### config.mk
export PLATFORM = sky130hd
export DESIGN_NAME = spectrum_bar_peak_hold_flat
export DESIGN_NICKNAME = d
export VERILOG_FILES = /design/src/hdl/sbph_pkg.sv /design/src/hdl/sbph_if.sv /design/src/hdl/sbph_log_unit.sv /design/src/hdl/spectrum_bar_peak_hold.sv /design/src/flat_wrapper.sv
export SDC_FILE = /design/constraint.sdc
export NUM_CORES = 2
export LEC_CHECK = 0
export ABC_AREA = 1
export ABC_CLOCK_PERIOD_IN_PS = 12600
export BUFFER_PORTS_ARGS = -buffer_cell sky130_fd_sc_hd__buf_2
export CAP_MARGIN = 20
export CORE_MARGIN = 2
export CORE_UTILIZATION = 45
export CTS_CLUSTER_DIAMETER = 60
export CTS_CLUSTER_SIZE = 20
export DETAILED_ROUTE_END_ITERATION = 12
export GPL_TIMING_DRIVEN = 0
export MAX_ROUTING_LAYER = met4
export PLACE_DENSITY = 0.62
export SLEW_MARGIN = 5
export SYNTH_ARGS = -nofsm -noshare
export SYNTH_HDL_FRONTEND = slang
export SYNTH_SLANG_ARGS = --single-unit
### constraint.sdc
create_clock -name clock -period 12.6 [get_ports clock]
set_clock_uncertainty 0.15 [all_clocks]
set_input_delay 1.26 -clock clock [delete_from_list [all_inputs] [get_ports clock]]
set_output_delay 1.26 -clock clock [all_outputs]
set_load 0.02 [all_outputs]
### src/hdl/sbph_pkg.sv
// Package for the spectrum bar peak-hold block: widths, register indexes,
// reset values and the log2 fraction table.
// No dependencies; every other file of the block refers to it by scoped name.
package sbph_pkg;

   localparam int unsigned HEIGHT_W    = 6;
   localparam int unsigned MAG_W       = 32;
   localparam int unsigned BIN_IN_W    = 6;
   localparam int unsigned SUM_W       = 12;
   localparam int unsigned CSR_INDEX_W = 4;
   localparam int unsigned CSR_DATA_W  = 8;

   localparam int unsigned DEF_BINS      = 64;
   localparam int unsigned DEF_FRAC_BITS = 16;

   // Register indexes of the configuration channel.
   localparam logic [CSR_INDEX_W-1:0] REG_GATE_THRESHOLD = 4'd0;
   localparam logic [CSR_INDEX_W-1:0] REG_MAX_HEIGHT     = 4'd1;

   localparam logic [HEIGHT_W-1:0] GATE_THRESHOLD_RESET = 6'd6;
   localparam logic [HEIGHT_W-1:0] MAX_HEIGHT_RESET     = 6'd56;

   // round(14 * log10(2) * 2^16) and the additive height offset.
   localparam int unsigned LOG_SCALE     = 276196;
   localparam int unsigned HEIGHT_OFFSET = 21;

   // Frame average: sum / 60, done as sum * 4370 >> 18 (exact for sums below 4096).
   localparam int unsigned AVG_DIVISOR = 60;
   localparam int unsigned AVG_RECIP   = 4370;
   localparam int unsigned AVG_SHIFT   = 18;

   localparam int unsigned LOG_FRAC_W = 16;

   typedef struct packed {
      logic load_s1;
      logic load_s2;
   } pipe_ctl_type;

   // round(65536 * log2(1 + k/16))
   function automatic logic [LOG_FRAC_W-1:0] log2_frac(input logic [3:0] k);
      logic [LOG_FRAC_W-1:0] r;
      case (k)
         4'd0:    r = 16'd0;
         4'd1:    r = 16'd5732;
         4'd2:    r = 16'd11136;
         4'd3:    r = 16'd16248;
         4'd4:    r = 16'd21098;
         4'd5:    r = 16'd25711;
         4'd6:    r = 16'd30109;
         4'd7:    r = 16'd34312;
         4'd8:    r = 16'd38336;
         4'd9:    r = 16'd42196;
         4'd10:   r = 16'd45903;
         4'd11:   r = 16'd49472;
         4'd12:   r = 16'd52911;
         4'd13:   r = 16'd56228;
         4'd14:   r = 16'd59434;
         default: r = 16'd62534;
      endcase
      return r;
   endfunction

endpackage

### src/hdl/sbph_if.sv
// Channel interfaces of the spectrum bar peak-hold block: bin input,
// result output and configuration write. Depends on sbph_pkg for widths.
interface sbph_req_if;
   logic                             valid;
   logic                             ready;
   logic                             channel;
   logic [sbph_pkg::BIN_IN_W-1:0]    bin_index;
   logic [sbph_pkg::MAG_W-1:0]       magnitude;
   logic                             frame_end;

   modport source(output valid, channel, bin_index, magnitude, frame_end, input ready);
   modport sink(input valid, channel, bin_index, magnitude, frame_end, output ready);
endinterface

interface sbph_rsp_if;
   logic                             valid;
   logic                             ready;
   logic [sbph_pkg::HEIGHT_W-1:0]    bar_height;
   logic [sbph_pkg::HEIGHT_W-1:0]    peak_marker;
   logic                             gate_on;
   logic [sbph_pkg::HEIGHT_W-1:0]    frame_average;

   modport source(output valid, bar_height, peak_marker, gate_on, frame_average,
                  input ready);
   modport sink(input valid, bar_height, peak_marker, gate_on, frame_average,
                output ready);
endinterface

interface sbph_csr_if;
   logic                             valid;
   logic                             ready;
   logic [sbph_pkg::CSR_INDEX_W-1:0] index;
   logic [sbph_pkg::CSR_DATA_W-1:0]  data;

   modport source(output valid, index, data, input ready);
   modport sink(input valid, index, data, output ready);
endinterface

### src/hdl/sbph_log_unit.sv
// Two-stage logarithmic height unit: leading-one detect and table lookup,
// then the scale multiply, offset and clamp. Depends on sbph_pkg.
module sbph_log_unit #(
   parameter int unsigned FRAC_BITS = sbph_pkg::DEF_FRAC_BITS
) (
   input  logic                            clock,
   input  sbph_pkg::pipe_ctl_type          ctl,
   input  logic [sbph_pkg::MAG_W-1:0]      magnitude,
   input  logic [sbph_pkg::HEIGHT_W-1:0]   max_height,
   output logic [sbph_pkg::HEIGHT_W-1:0]   height
);

   localparam int unsigned EXP_W  = 7;
   localparam int unsigned L_W    = EXP_W + sbph_pkg::LOG_FRAC_W;
   localparam int unsigned SCL_W  = 20;
   localparam int unsigned PROD_W = L_W + SCL_W;
   localparam int unsigned HI_W   = PROD_W - 32;
   localparam int unsigned RAW_W  = 12;

   localparam logic signed [SCL_W-1:0] SCALE = SCL_W'(sbph_pkg::LOG_SCALE);

   logic [4:0]                    lead_pos;
   logic [sbph_pkg::MAG_W+3:0]    mag_ext;
   logic [3:0]                    mant;
   logic signed [EXP_W-1:0]       expo;
   logic signed [L_W-1:0]         log_in;

   logic                          zero_ff;
   logic                          zero_in;
   logic signed [L_W-1:0]         log_ff;

   logic signed [PROD_W-1:0]      prod;
   logic signed [RAW_W-1:0]       raw;
   logic [sbph_pkg::HEIGHT_W-1:0] height_ff;
   logic [sbph_pkg::HEIGHT_W-1:0] height_in;

   // Stage 1: position of the leading one and the four bits below it.
   always_comb begin
      lead_pos = 5'd0;
      for (int i = 0; i < 32; i++) begin
         if (magnitude[i]) begin
            lead_pos = 5'(i);
         end
      end
      mag_ext = {magnitude, 4'b0000};
      mant    = mag_ext[lead_pos +: 4];
      expo    = $signed(EXP_W'(lead_pos)) - $signed(EXP_W'(FRAC_BITS));
      // The table value stays below 2^16, so the sum is a plain concatenation.
      log_in  = {expo, sbph_pkg::log2_frac(mant)};
      zero_in = (magnitude == '0);
   end

   always_ff @(posedge clock) begin
      if (ctl.load_s1) begin
         zero_ff <= zero_in;
         log_ff  <= log_in;
      end
   end

   // Stage 2: the offset of 21 * 2^32 touches only the upper word of the product.
   // The upper word is signed, so it is sign-extended before the offset is added.
   always_comb begin
      prod = log_ff * SCALE;
      raw  = RAW_W'($signed(prod[PROD_W-1:PROD_W-HI_W]))
           + RAW_W'(sbph_pkg::HEIGHT_OFFSET);
      if (zero_ff || raw < 0) begin
         height_in = '0;
      end else if (raw > $signed({6'b0, max_height})) begin
         height_in = max_height;
      end else begin
         height_in = raw[sbph_pkg::HEIGHT_W-1:0];
      end
   end

   always_ff @(posedge clock) begin
      if (ctl.load_s2) begin
         height_ff <= height_in;
      end
   end

   assign height = height_ff;

endmodule

### src/hdl/spectrum_bar_peak_hold.sv
// Spectrum bar with peak hold: log height, noise gate, per-bin peak memory.
// An accepted bin passes the s1, s2, s3 and output registers; one bin per cycle
// unless rsp ready is low or the clearing pass runs. The rate is set by the peak
// memory read-modify-write, forwarding the previous write into the next read. After
// reset a clearing pass zeroes the 2*BINS (default 128) entries, req ready held low.
// Depends on sbph_pkg, sbph_if and sbph_log_unit.
module spectrum_bar_peak_hold #(
   parameter int unsigned BINS      = sbph_pkg::DEF_BINS,
   parameter int unsigned FRAC_BITS = sbph_pkg::DEF_FRAC_BITS
) (
   input  logic        clock,
   input  logic        reset,
   sbph_req_if.sink    req_if,
   sbph_rsp_if.source  rsp_if,
   sbph_csr_if.sink    csr_if
);

   localparam int unsigned DEPTH  = 2 * BINS;
   localparam int unsigned ADDR_W = $clog2(DEPTH);
   localparam int unsigned HW     = sbph_pkg::HEIGHT_W;
   localparam int unsigned SW     = sbph_pkg::SUM_W;
   localparam int unsigned LIM_W  = SW + 1;
   localparam int unsigned AVG_W  = SW + 13;

   localparam logic [LIM_W-1:0] LIMIT_RESET =
      LIM_W'(sbph_pkg::AVG_DIVISOR * (sbph_pkg::GATE_THRESHOLD_RESET + 1));
   localparam logic [LIM_W-1:0] LIMIT_NEVER = LIM_W'(1 << SW);

   sbph_pkg::pipe_ctl_type ctl;

   // Pipeline control
   logic              s1_v_ff, s2_v_ff, s3_v_ff, out_v_ff;
   logic              out_free, s3_go, s3_free, s2_go, s2_free, s1_go, s1_free;
   logic              req_acc;

   // Sideband per stage
   logic              s1_ch_ff, s2_ch_ff, s3_ch_ff;
   logic              s1_fend_ff, s2_fend_ff, s3_fend_ff;
   logic [ADDR_W-1:0] s1_addr_ff, s2_addr_ff, s3_addr_ff;
   logic [ADDR_W-1:0] s1_addr_in;
   logic [HW-1:0]     s2_height;
   logic [HW-1:0]     s3_height_ff;

   // Configuration
   logic [HW-1:0]     max_height_ff;
   logic [LIM_W-1:0]  limit_ff;
   logic [HW-1:0]     thr_data;

   // Peak memory and clearing pass
   logic [HW-1:0]     peak_mem [DEPTH];
   logic [HW-1:0]     peak_rd_ff;
   logic              byp_hit_ff;
   logic [HW-1:0]     byp_data_ff;
   logic              clr_busy_ff;
   logic [ADDR_W-1:0] clr_addr_ff;
   logic              mem_we;
   logic [ADDR_W-1:0] mem_waddr;
   logic [HW-1:0]     mem_wdata;

   // Commit stage
   logic              gate_ff;
   logic [SW-1:0]     sum_ff;
   logic [HW-1:0]     gated;
   logic [HW-1:0]     old_peak;
   logic [HW-1:0]     peak_max;
   logic [HW-1:0]     peak_new;
   logic [SW:0]       sum_add;
   logic [SW-1:0]     sum_new;
   logic              gate_off;
   logic [AVG_W-1:0]  avg_prod;
   logic [HW:0]       avg_raw;
   logic [HW-1:0]     avg;

   // Output register
   logic [HW-1:0]     out_height_ff;
   logic [HW-1:0]     out_peak_ff;
   logic              out_gate_ff;
   logic [HW-1:0]     out_avg_ff;

   // Bin numbers at or above BINS wrap; eight subtracts cover any 6-bit input if BINS >= 8.
   function automatic logic [sbph_pkg::BIN_IN_W-1:0] wrap_bin(
      input logic [sbph_pkg::BIN_IN_W-1:0] b
   );
      logic [sbph_pkg::BIN_IN_W-1:0] v;
      v = b;
      for (int i = 0; i < 8; i++) begin
         if (32'(v) >= BINS) begin
            v = v - sbph_pkg::BIN_IN_W'(BINS);
         end
      end
      return v;
   endfunction

   // Handshake chain
   always_comb begin
      out_free = !out_v_ff || rsp_if.ready;
      s3_go    = s3_v_ff && out_free;
      s3_free  = !s3_v_ff || s3_go;
      s2_go    = s2_v_ff && s3_free;
      s2_free  = !s2_v_ff || s2_go;
      s1_go    = s1_v_ff && s2_free;
      s1_free  = !s1_v_ff || s1_go;
   end

   assign req_if.ready = s1_free && !clr_busy_ff;
   assign req_acc      = req_if.valid && req_if.ready;
   assign ctl.load_s1  = req_acc;
   assign ctl.load_s2  = s1_go;
   assign csr_if.ready = 1'b1;

   assign s1_addr_in = ADDR_W'(wrap_bin(req_if.bin_index))
                     + (req_if.channel ? ADDR_W'(BINS) : ADDR_W'(0));

   sbph_log_unit #(
      .FRAC_BITS (FRAC_BITS)
   ) u_log (
      .clock      (clock),
      .ctl        (ctl),
      .magnitude  (req_if.magnitude),
      .max_height (max_height_ff),
      .height     (s2_height)
   );

   always_ff @(posedge clock) begin
      if (reset) begin
         s1_v_ff  <= 1'b0;
         s2_v_ff  <= 1'b0;
         s3_v_ff  <= 1'b0;
         out_v_ff <= 1'b0;
      end else begin
         if (s1_free) begin
            s1_v_ff <= req_acc;
         end
         if (s2_free) begin
            s2_v_ff <= s1_go;
         end
         if (s3_free) begin
            s3_v_ff <= s2_go;
         end
         if (out_free) begin
            out_v_ff <= s3_go;
         end
      end
   end

   always_ff @(posedge clock) begin
      if (req_acc) begin
         s1_ch_ff   <= req_if.channel;
         s1_fend_ff <= req_if.frame_end;
         s1_addr_ff <= s1_addr_in;
      end
      if (s1_go) begin
         s2_ch_ff   <= s1_ch_ff;
         s2_fend_ff <= s1_fend_ff;
         s2_addr_ff <= s1_addr_ff;
      end
      if (s2_go) begin
         s3_ch_ff     <= s2_ch_ff;
         s3_fend_ff   <= s2_fend_ff;
         s3_addr_ff   <= s2_addr_ff;
         s3_height_ff <= s2_height;
      end
   end

   // Configuration registers
   assign thr_data = csr_if.data[HW-1:0];

   always_ff @(posedge clock) begin
      if (reset) begin
         max_height_ff <= sbph_pkg::MAX_HEIGHT_RESET;
         limit_ff      <= LIMIT_RESET;
      end else if (csr_if.valid && csr_if.ready) begin
         unique case (csr_if.index)
            sbph_pkg::REG_GATE_THRESHOLD: begin
               // The gate turns off when the sum reaches 60 * (threshold + 1);
               // a threshold of 63 can never be exceeded by the saturated average.
               if (thr_data == '1) begin
                  limit_ff <= LIMIT_NEVER;
               end else begin
                  limit_ff <= LIM_W'(({1'b0, thr_data} + 7'd1) * sbph_pkg::AVG_DIVISOR);
               end
            end
            sbph_pkg::REG_MAX_HEIGHT: begin
               max_height_ff <= thr_data;
            end
            default: begin
            end
         endcase
      end
   end

   // Clearing pass after reset
   always_ff @(posedge clock) begin
      if (reset) begin
         clr_busy_ff <= 1'b1;
         clr_addr_ff <= '0;
      end else if (clr_busy_ff) begin
         clr_addr_ff <= clr_addr_ff + ADDR_W'(1);
         if (clr_addr_ff == ADDR_W'(DEPTH - 1)) begin
            clr_busy_ff <= 1'b0;
         end
      end
   end

   assign mem_we    = clr_busy_ff || s3_go;
   assign mem_waddr = clr_busy_ff ? clr_addr_ff : s3_addr_ff;
   assign mem_wdata = clr_busy_ff ? '0 : peak_new;

   // The read for the next item happens on the edge where the current item
   // writes back; a write to the same entry on that edge is forwarded.
   always_ff @(posedge clock) begin
      if (mem_we) begin
         peak_mem[mem_waddr] <= mem_wdata;
      end
      if (s2_go) begin
         peak_rd_ff  <= peak_mem[s2_addr_ff];
         byp_hit_ff  <= s3_go && (s3_addr_ff == s2_addr_ff);
         byp_data_ff <= peak_new;
      end
   end

   // Commit stage: gate, peak update, running sum and frame close
   always_comb begin
      gated = s3_height_ff;
      if (gate_ff) begin
         case (s3_height_ff) inside
            [6'd10:6'd20]: gated = s3_height_ff >> 1;
            6'd5:          gated = 6'd2;
            6'd6:          gated = 6'd3;
            [6'd7:6'd8]:   gated = 6'd4;
            6'd9:          gated = 6'd5;
            [6'd0:6'd4]:   gated = 6'd0;
            default:       gated = s3_height_ff;
         endcase
      end

      old_peak = byp_hit_ff ? byp_data_ff : peak_rd_ff;
      peak_max = (old_peak < gated) ? gated : old_peak;
      peak_new = (peak_max != '0) ? peak_max - HW'(1) : peak_max;

      sum_add = {1'b0, sum_ff} + (SW + 1)'(gated);
      if (s3_ch_ff) begin
         sum_new = sum_ff;
      end else if (sum_add[SW]) begin
         sum_new = '1;
      end else begin
         sum_new = sum_add[SW-1:0];
      end

      gate_off = ({1'b0, sum_new} >= limit_ff);

      avg_prod = AVG_W'(sum_new) * AVG_W'(sbph_pkg::AVG_RECIP);
      avg_raw  = avg_prod[sbph_pkg::AVG_SHIFT +: (HW + 1)];
      avg      = avg_raw[HW] ? '1 : avg_raw[HW-1:0];
   end

   always_ff @(posedge clock) begin
      if (reset) begin
         gate_ff <= 1'b1;
         sum_ff  <= '0;
      end else if (s3_go) begin
         if (s3_fend_ff) begin
            gate_ff <= !gate_off;
            sum_ff  <= '0;
         end else begin
            sum_ff  <= sum_new;
         end
      end
   end

   always_ff @(posedge clock) begin
      if (s3_go) begin
         out_height_ff <= gated;
         out_peak_ff   <= old_peak;
         out_gate_ff   <= gate_ff;
         out_avg_ff    <= s3_fend_ff ? avg : '0;
      end
   end

   assign rsp_if.valid         = out_v_ff;
   assign rsp_if.bar_height    = out_height_ff;
   assign rsp_if.peak_marker   = out_peak_ff;
   assign rsp_if.gate_on       = out_gate_ff;
   assign rsp_if.frame_average = out_avg_ff;

endmodule
### src/flat_wrapper.sv
// flat-port wrapper written by rule: the top's interface ports become plain ports
module spectrum_bar_peak_hold_flat 
#(
   parameter int unsigned BINS      = sbph_pkg::DEF_BINS,
   parameter int unsigned FRAC_BITS = sbph_pkg::DEF_FRAC_BITS
)
  (clock, reset, req_if_valid, req_if_channel, req_if_bin_index, req_if_magnitude, req_if_frame_end, req_if_ready, rsp_if_valid, rsp_if_bar_height, rsp_if_peak_marker, rsp_if_gate_on, rsp_if_frame_average, rsp_if_ready, csr_if_valid, csr_if_index, csr_if_data, csr_if_ready);
  sbph_req_if req_if_i ();
  sbph_rsp_if rsp_if_i ();
  sbph_csr_if csr_if_i ();
  input  logic clock;
  input  logic reset;
  input wire logic [$bits(req_if_i.valid)-1:0] req_if_valid;
  input wire logic [$bits(req_if_i.channel)-1:0] req_if_channel;
  input wire logic [$bits(req_if_i.bin_index)-1:0] req_if_bin_index;
  input wire logic [$bits(req_if_i.magnitude)-1:0] req_if_magnitude;
  input wire logic [$bits(req_if_i.frame_end)-1:0] req_if_frame_end;
  output wire logic [$bits(req_if_i.ready)-1:0] req_if_ready;
  output wire logic [$bits(rsp_if_i.valid)-1:0] rsp_if_valid;
  output wire logic [$bits(rsp_if_i.bar_height)-1:0] rsp_if_bar_height;
  output wire logic [$bits(rsp_if_i.peak_marker)-1:0] rsp_if_peak_marker;
  output wire logic [$bits(rsp_if_i.gate_on)-1:0] rsp_if_gate_on;
  output wire logic [$bits(rsp_if_i.frame_average)-1:0] rsp_if_frame_average;
  input wire logic [$bits(rsp_if_i.ready)-1:0] rsp_if_ready;
  input wire logic [$bits(csr_if_i.valid)-1:0] csr_if_valid;
  input wire logic [$bits(csr_if_i.index)-1:0] csr_if_index;
  input wire logic [$bits(csr_if_i.data)-1:0] csr_if_data;
  output wire logic [$bits(csr_if_i.ready)-1:0] csr_if_ready;
  assign req_if_i.valid = req_if_valid;
  assign req_if_i.channel = req_if_channel;
  assign req_if_i.bin_index = req_if_bin_index;
  assign req_if_i.magnitude = req_if_magnitude;
  assign req_if_i.frame_end = req_if_frame_end;
  assign req_if_ready = req_if_i.ready;
  assign rsp_if_valid = rsp_if_i.valid;
  assign rsp_if_bar_height = rsp_if_i.bar_height;
  assign rsp_if_peak_marker = rsp_if_i.peak_marker;
  assign rsp_if_gate_on = rsp_if_i.gate_on;
  assign rsp_if_frame_average = rsp_if_i.frame_average;
  assign rsp_if_i.ready = rsp_if_ready;
  assign csr_if_i.valid = csr_if_valid;
  assign csr_if_i.index = csr_if_index;
  assign csr_if_i.data = csr_if_data;
  assign csr_if_ready = csr_if_i.ready;
  spectrum_bar_peak_hold #(.BINS(BINS), .FRAC_BITS(FRAC_BITS)) u_core (.clock(clock), .reset(reset), .req_if(req_if_i), .rsp_if(rsp_if_i), .csr_if(csr_if_i));
endmodule
==> impl_metrics.py <==
metrics = {
    "status": {
        "status": "finished clean",
    },
    "worst_setup_path": {
        "crit_path_start_kind": "flop",
        "rr_startpoint": "u_core.u_log.log_ff[20]",
        "cp_num_buf_inv": 7,
        "path_class": "reg2reg",
        "crit_cells": 33,
        "end_kind": "flop",
        "critPathTopFamily": "adder cells",
        "rr_worst_depth": 33,
        "crit_start": "u_core.u_log.log_ff[20]",
        "max_stage_delay_ns": 0.96,
        "endpoint": "u_core.u_log.height[0]",
        "rrSetupSlack_ns": 4.08,
        "critPathMaxFanout": 22,
        "reg2reg_to": "u_core.u_log.height[0]",
        "cp_data_arrival_time_ns": 8.79,
        "cpMaxStageDelayCell": "edfxtp_1",
        "required_ns": 12.87,
    },
    "power_and_ir_drop": {
        "power_leakage_nw": 19.8,
        "ir_drop_v": 0.000105,
        "powerDensity_nw_per_um2": 115,
        "finalPower_mw": 6.10,
    },
    "synthesis": {
        "synth_top_family_by_area": "adder cells",
        "ys_ff_latch": 900,
        "yosys.area_share.xor_xnor": 0.00776,
        "synth_fa_ha_area_frac": 0.134,
        "syn_nets": 4950,
        "post_synth.cell_area_avg_um2": 10.6,
        "synthMuxAreaShare": 0.00116,
        "synth-simple-area-share": 0.121,
        "ys.flop_type": "edfxtp_1",
        "synth-async-reset-ratio": 0,
        "synth_compound_area_frac": 0.118,
        "synth_area_um2": 47400,
        "synth_edf_count": 858,
        "ys_seq_area_frac": 0.562,
        "synth-warning-count": 0,
        "synth.distinct_cells": 60,
        "synth_cells": 4476,
    },
    "clock_network": {
        "cts_resized": 0,
        "cts_setup_buffers": 0,
        "cts.sinks": 900,
        "h-tree-depth": 3,
        "hold_buffers": 0,
        "cts_tree": "built",
        "cts-buffers-inserted": 81,
        "clk_pin_slew_worst_paths_ns": 0.07,
        "insertion_delay_ns": 0.68,
        "clockBufferDepth": 3,
        "root_buffer": "clkbuf_16",
    },
    "drt": {
        "num_vias": 36100,
        "ant_nets": 0,
        "drt_wl_total_um": 167000,
        "first_pass_iters": 6,
        "highest_layer": "met4",
        "wl_per_cell_um": 27.0,
        "wl_met2_um": 72500,
        "routed-wl-met3_um": 17500,
        "drt-met1-wl_um": 68100,
        "routed_via_density": 5.85,
        "drtIter0Drc": 5307,
        "drc": 0,
    },
    "sta": {
        "final-setup-viol-count": 0,
        "final.setup.worst_slack_ns": 4.08,
        "hold_viol": 0,
        "worst_pin_slew_ns": 1.30,
        "slew-limit-headroom": 0.135,
        "drv_slew": 0,
        "max_freq_mhz": 117,
        "fin_crit_ns": 8.52,
        "rsz0062_at_grt": "false",
        "finalCritPeriodShare": 0.676,
    },
    "die": {
        "ios": 79,
        "initial_core_util": 0.452,
        "core_region_area_um2": 105000,
        "die_w_um": 328,
        "fp-row-count": 119,
        "dieArea_um2": 108000,
        "die_h_um": 328,
    },
    "cells_and_area": {
        "fill_cells": 9449,
        "multi_input_area_um2": 18200,
        "finish.instance_area_um2": 53200,
        "area_growth_pct": 12.2,
        "final-seq-area_um2": 26600,
        "final_layout_size_suffix_gt1_frac": 0.0730,
        "finalNetCount": 5180,
    },
    "place": {
        "place_area_um2": 50300,
        "dpl.hpwl_um": 123000,
        "port_buffers": 74,
        "pre_cts_slack_ns": 4.19,
        "gp_congestion": 1.03,
    },
    "global_route": {
        "antenna_found_initial": 9,
        "grt_start_max_net_pins": 40,
        "grt_first_pass_wirelength_um": 237000,
        "grt_overflow": 0,
        "grt_pass1_vias": 33700,
        "grt_usage": 0.317,
    },
    "worst_hold_path": {
        "hp-class": "reg2reg",
        "hold_depth": 0,
    },
    "run": {
        "maxCapViolCount": 0,
    },
}
-- worst min path at each step --
stage                                 to            startpoint  slack (ns)
finish              u_core.s2_addr_ff[4]  u_core.s1_addr_ff[4]        0.28
floorplan           u_core.s2_addr_ff[0]  u_core.s1_addr_ff[0]        0.25
CTS                 u_core.s2_addr_ff[5]  u_core.s1_addr_ff[5]        0.27
global placement    u_core.s2_addr_ff[5]  u_core.s1_addr_ff[5]        0.25
global route        u_core.s2_addr_ff[5]  u_core.s1_addr_ff[5]        0.27
detailed placement  u_core.s2_addr_ff[5]  u_core.s1_addr_ff[5]        0.26
-- per-stage QoR --
step	cells	util	setup TNS [ns]	hold slack (ns)
floorplan	4476	-	0	0.250
global placement	5941	0.472	-2599.64	0.254
detailed placement	6008	0.480	0	0.255
CTS	6153	0.506	0	0.271
global route	6162	0.507	0	0.269
finish	6164	0.507	0	0.276
-- metal layers --
| metal | GRT usage | vias to the layer above |
|---|---|---|
| met5 | - | - |
| met4 | 0.142 | 0 |
| met3 | 0.0664 | 405 |
| met2 | 0.459 | 1959 |
| met1 | 0.430 | 17600 |
| li1 | - | 16100 |
-- where the power goes --
group / total [mW] / leakage (nW) / switching, mW / internal [mW]
sequential: 3.24 / 7.72 / 0.00319 / 3.23
clock: 2.65 / 1.35 / 1.31 / 1.35
combinational: 0.214 / 10.8 / 0.145 / 0.0692
-- cell type report --
class                      count  share of cell area
timing repair buffer         147              0.0222
sequential                   900               0.500
inverter                     493              0.0348
buffer                       202              0.0153
multi-input combinational   2881               0.342
tap                         1391              0.0327
antenna                        5            0.000235
clock buffer                  87              0.0391
clock inverter                58              0.0137
-- cell usage after synthesis (2+ instances only) --
| master | n | area, um2 |
|---|---|---|
| a21oi_1 | 116 | 581 |
| nand3b_1 | 4 | 30.0 |
| or2_2 | 15 | 93.8 |
| mux2_2 | 4 | 45.0 |
| buf_6 | 5 | 56.3 |
| nor2_1 | 778 | 2920 |
| inv_2 | 7 | 26.3 |
| o221ai_1 | 41 | 359 |
| buf_4 | 4 | 30.0 |
| nand2_1 | 416 | 1560 |
| nand2_4 | 2 | 22.5 |
| xor2_1 | 18 | 158 |
| o22ai_1 | 196 | 1230 |
| nand4_1 | 10 | 62.6 |
| xnor2_1 | 24 | 210 |
| nor3b_1 | 2 | 15.0 |
| a31oi_1 | 23 | 144 |
| nand2_2 | 3 | 18.8 |
| nor3_1 | 37 | 185 |
| a211oi_1 | 7 | 52.6 |
| a21boi_0 | 2 | 15.0 |
| a32oi_1 | 5 | 43.8 |
| o311ai_0 | 8 | 70.1 |
| clkbuf_1 | 178 | 668 |
| clkinv_1 | 6 | 22.5 |
| nand3_1 | 147 | 736 |
| fa_1 | 151 | 3020 |
| edfxtp_1 | 858 | 25800 |
| o32ai_1 | 4 | 35.0 |
| o21ai_1 | 9 | 45.0 |
| o41ai_1 | 2 | 17.5 |
| buf_1 | 14 | 52.6 |
| ha_1 | 266 | 3330 |
| o211ai_1 | 7 | 52.6 |
| a21o_1 | 5 | 37.5 |
| o21ai_0 | 541 | 2710 |
| o21bai_1 | 3 | 22.5 |
| nor4_1 | 8 | 50.1 |
| nand3_2 | 2 | 20.0 |
| o31ai_1 | 5 | 37.5 |
| inv_1 | 480 | 1800 |
| or2_1 | 2 | 12.5 |
| dfxtp_1 | 42 | 841 |
| a221oi_1 | 3 | 26.3 |
-- sequential cells by signal (all words and copies together), names as in the netlist, 7 cells and up --
name                 flops
u_core.peak_mem        768
u_core.clr_addr_ff       7
u_core.u_log.log_ff     21
u_core.limit_ff         11
u_core.sum_ff           12
-- layout by cell type, fill, tap and decap left out, types with 15 or more instances in the layout --
master     synthesis  layout
a31oi_1           23      23
ha_1             266     266
fa_1             151     151
xor2_1            18      18
buf_4              4      35
edfxtp_1         858     858
or2_2             15      15
clkbuf_16          0      82
nor2_1           778     775
o221ai_1          41      41
buf_2              1      77
nand2_1          416     416
clkbuf_1         178     182
buf_6              5      28
o22ai_1          196     196
inv_1            480     480
a21oi_1          116     116
o21ai_0          541     541
nor3_1            37      32
xnor2_1           24      24
nand3_1          147     147
dfxtp_1           42      42
-- logic make-up after synthesis --
kind of cell,Yosys count
flops,900
compound gates,987
fa+ha+maj,417
simple gates,1429
xor+xnor,42
other cells,1
buf+inv,695
mux,5
Power figures use the tool's default switching activity.
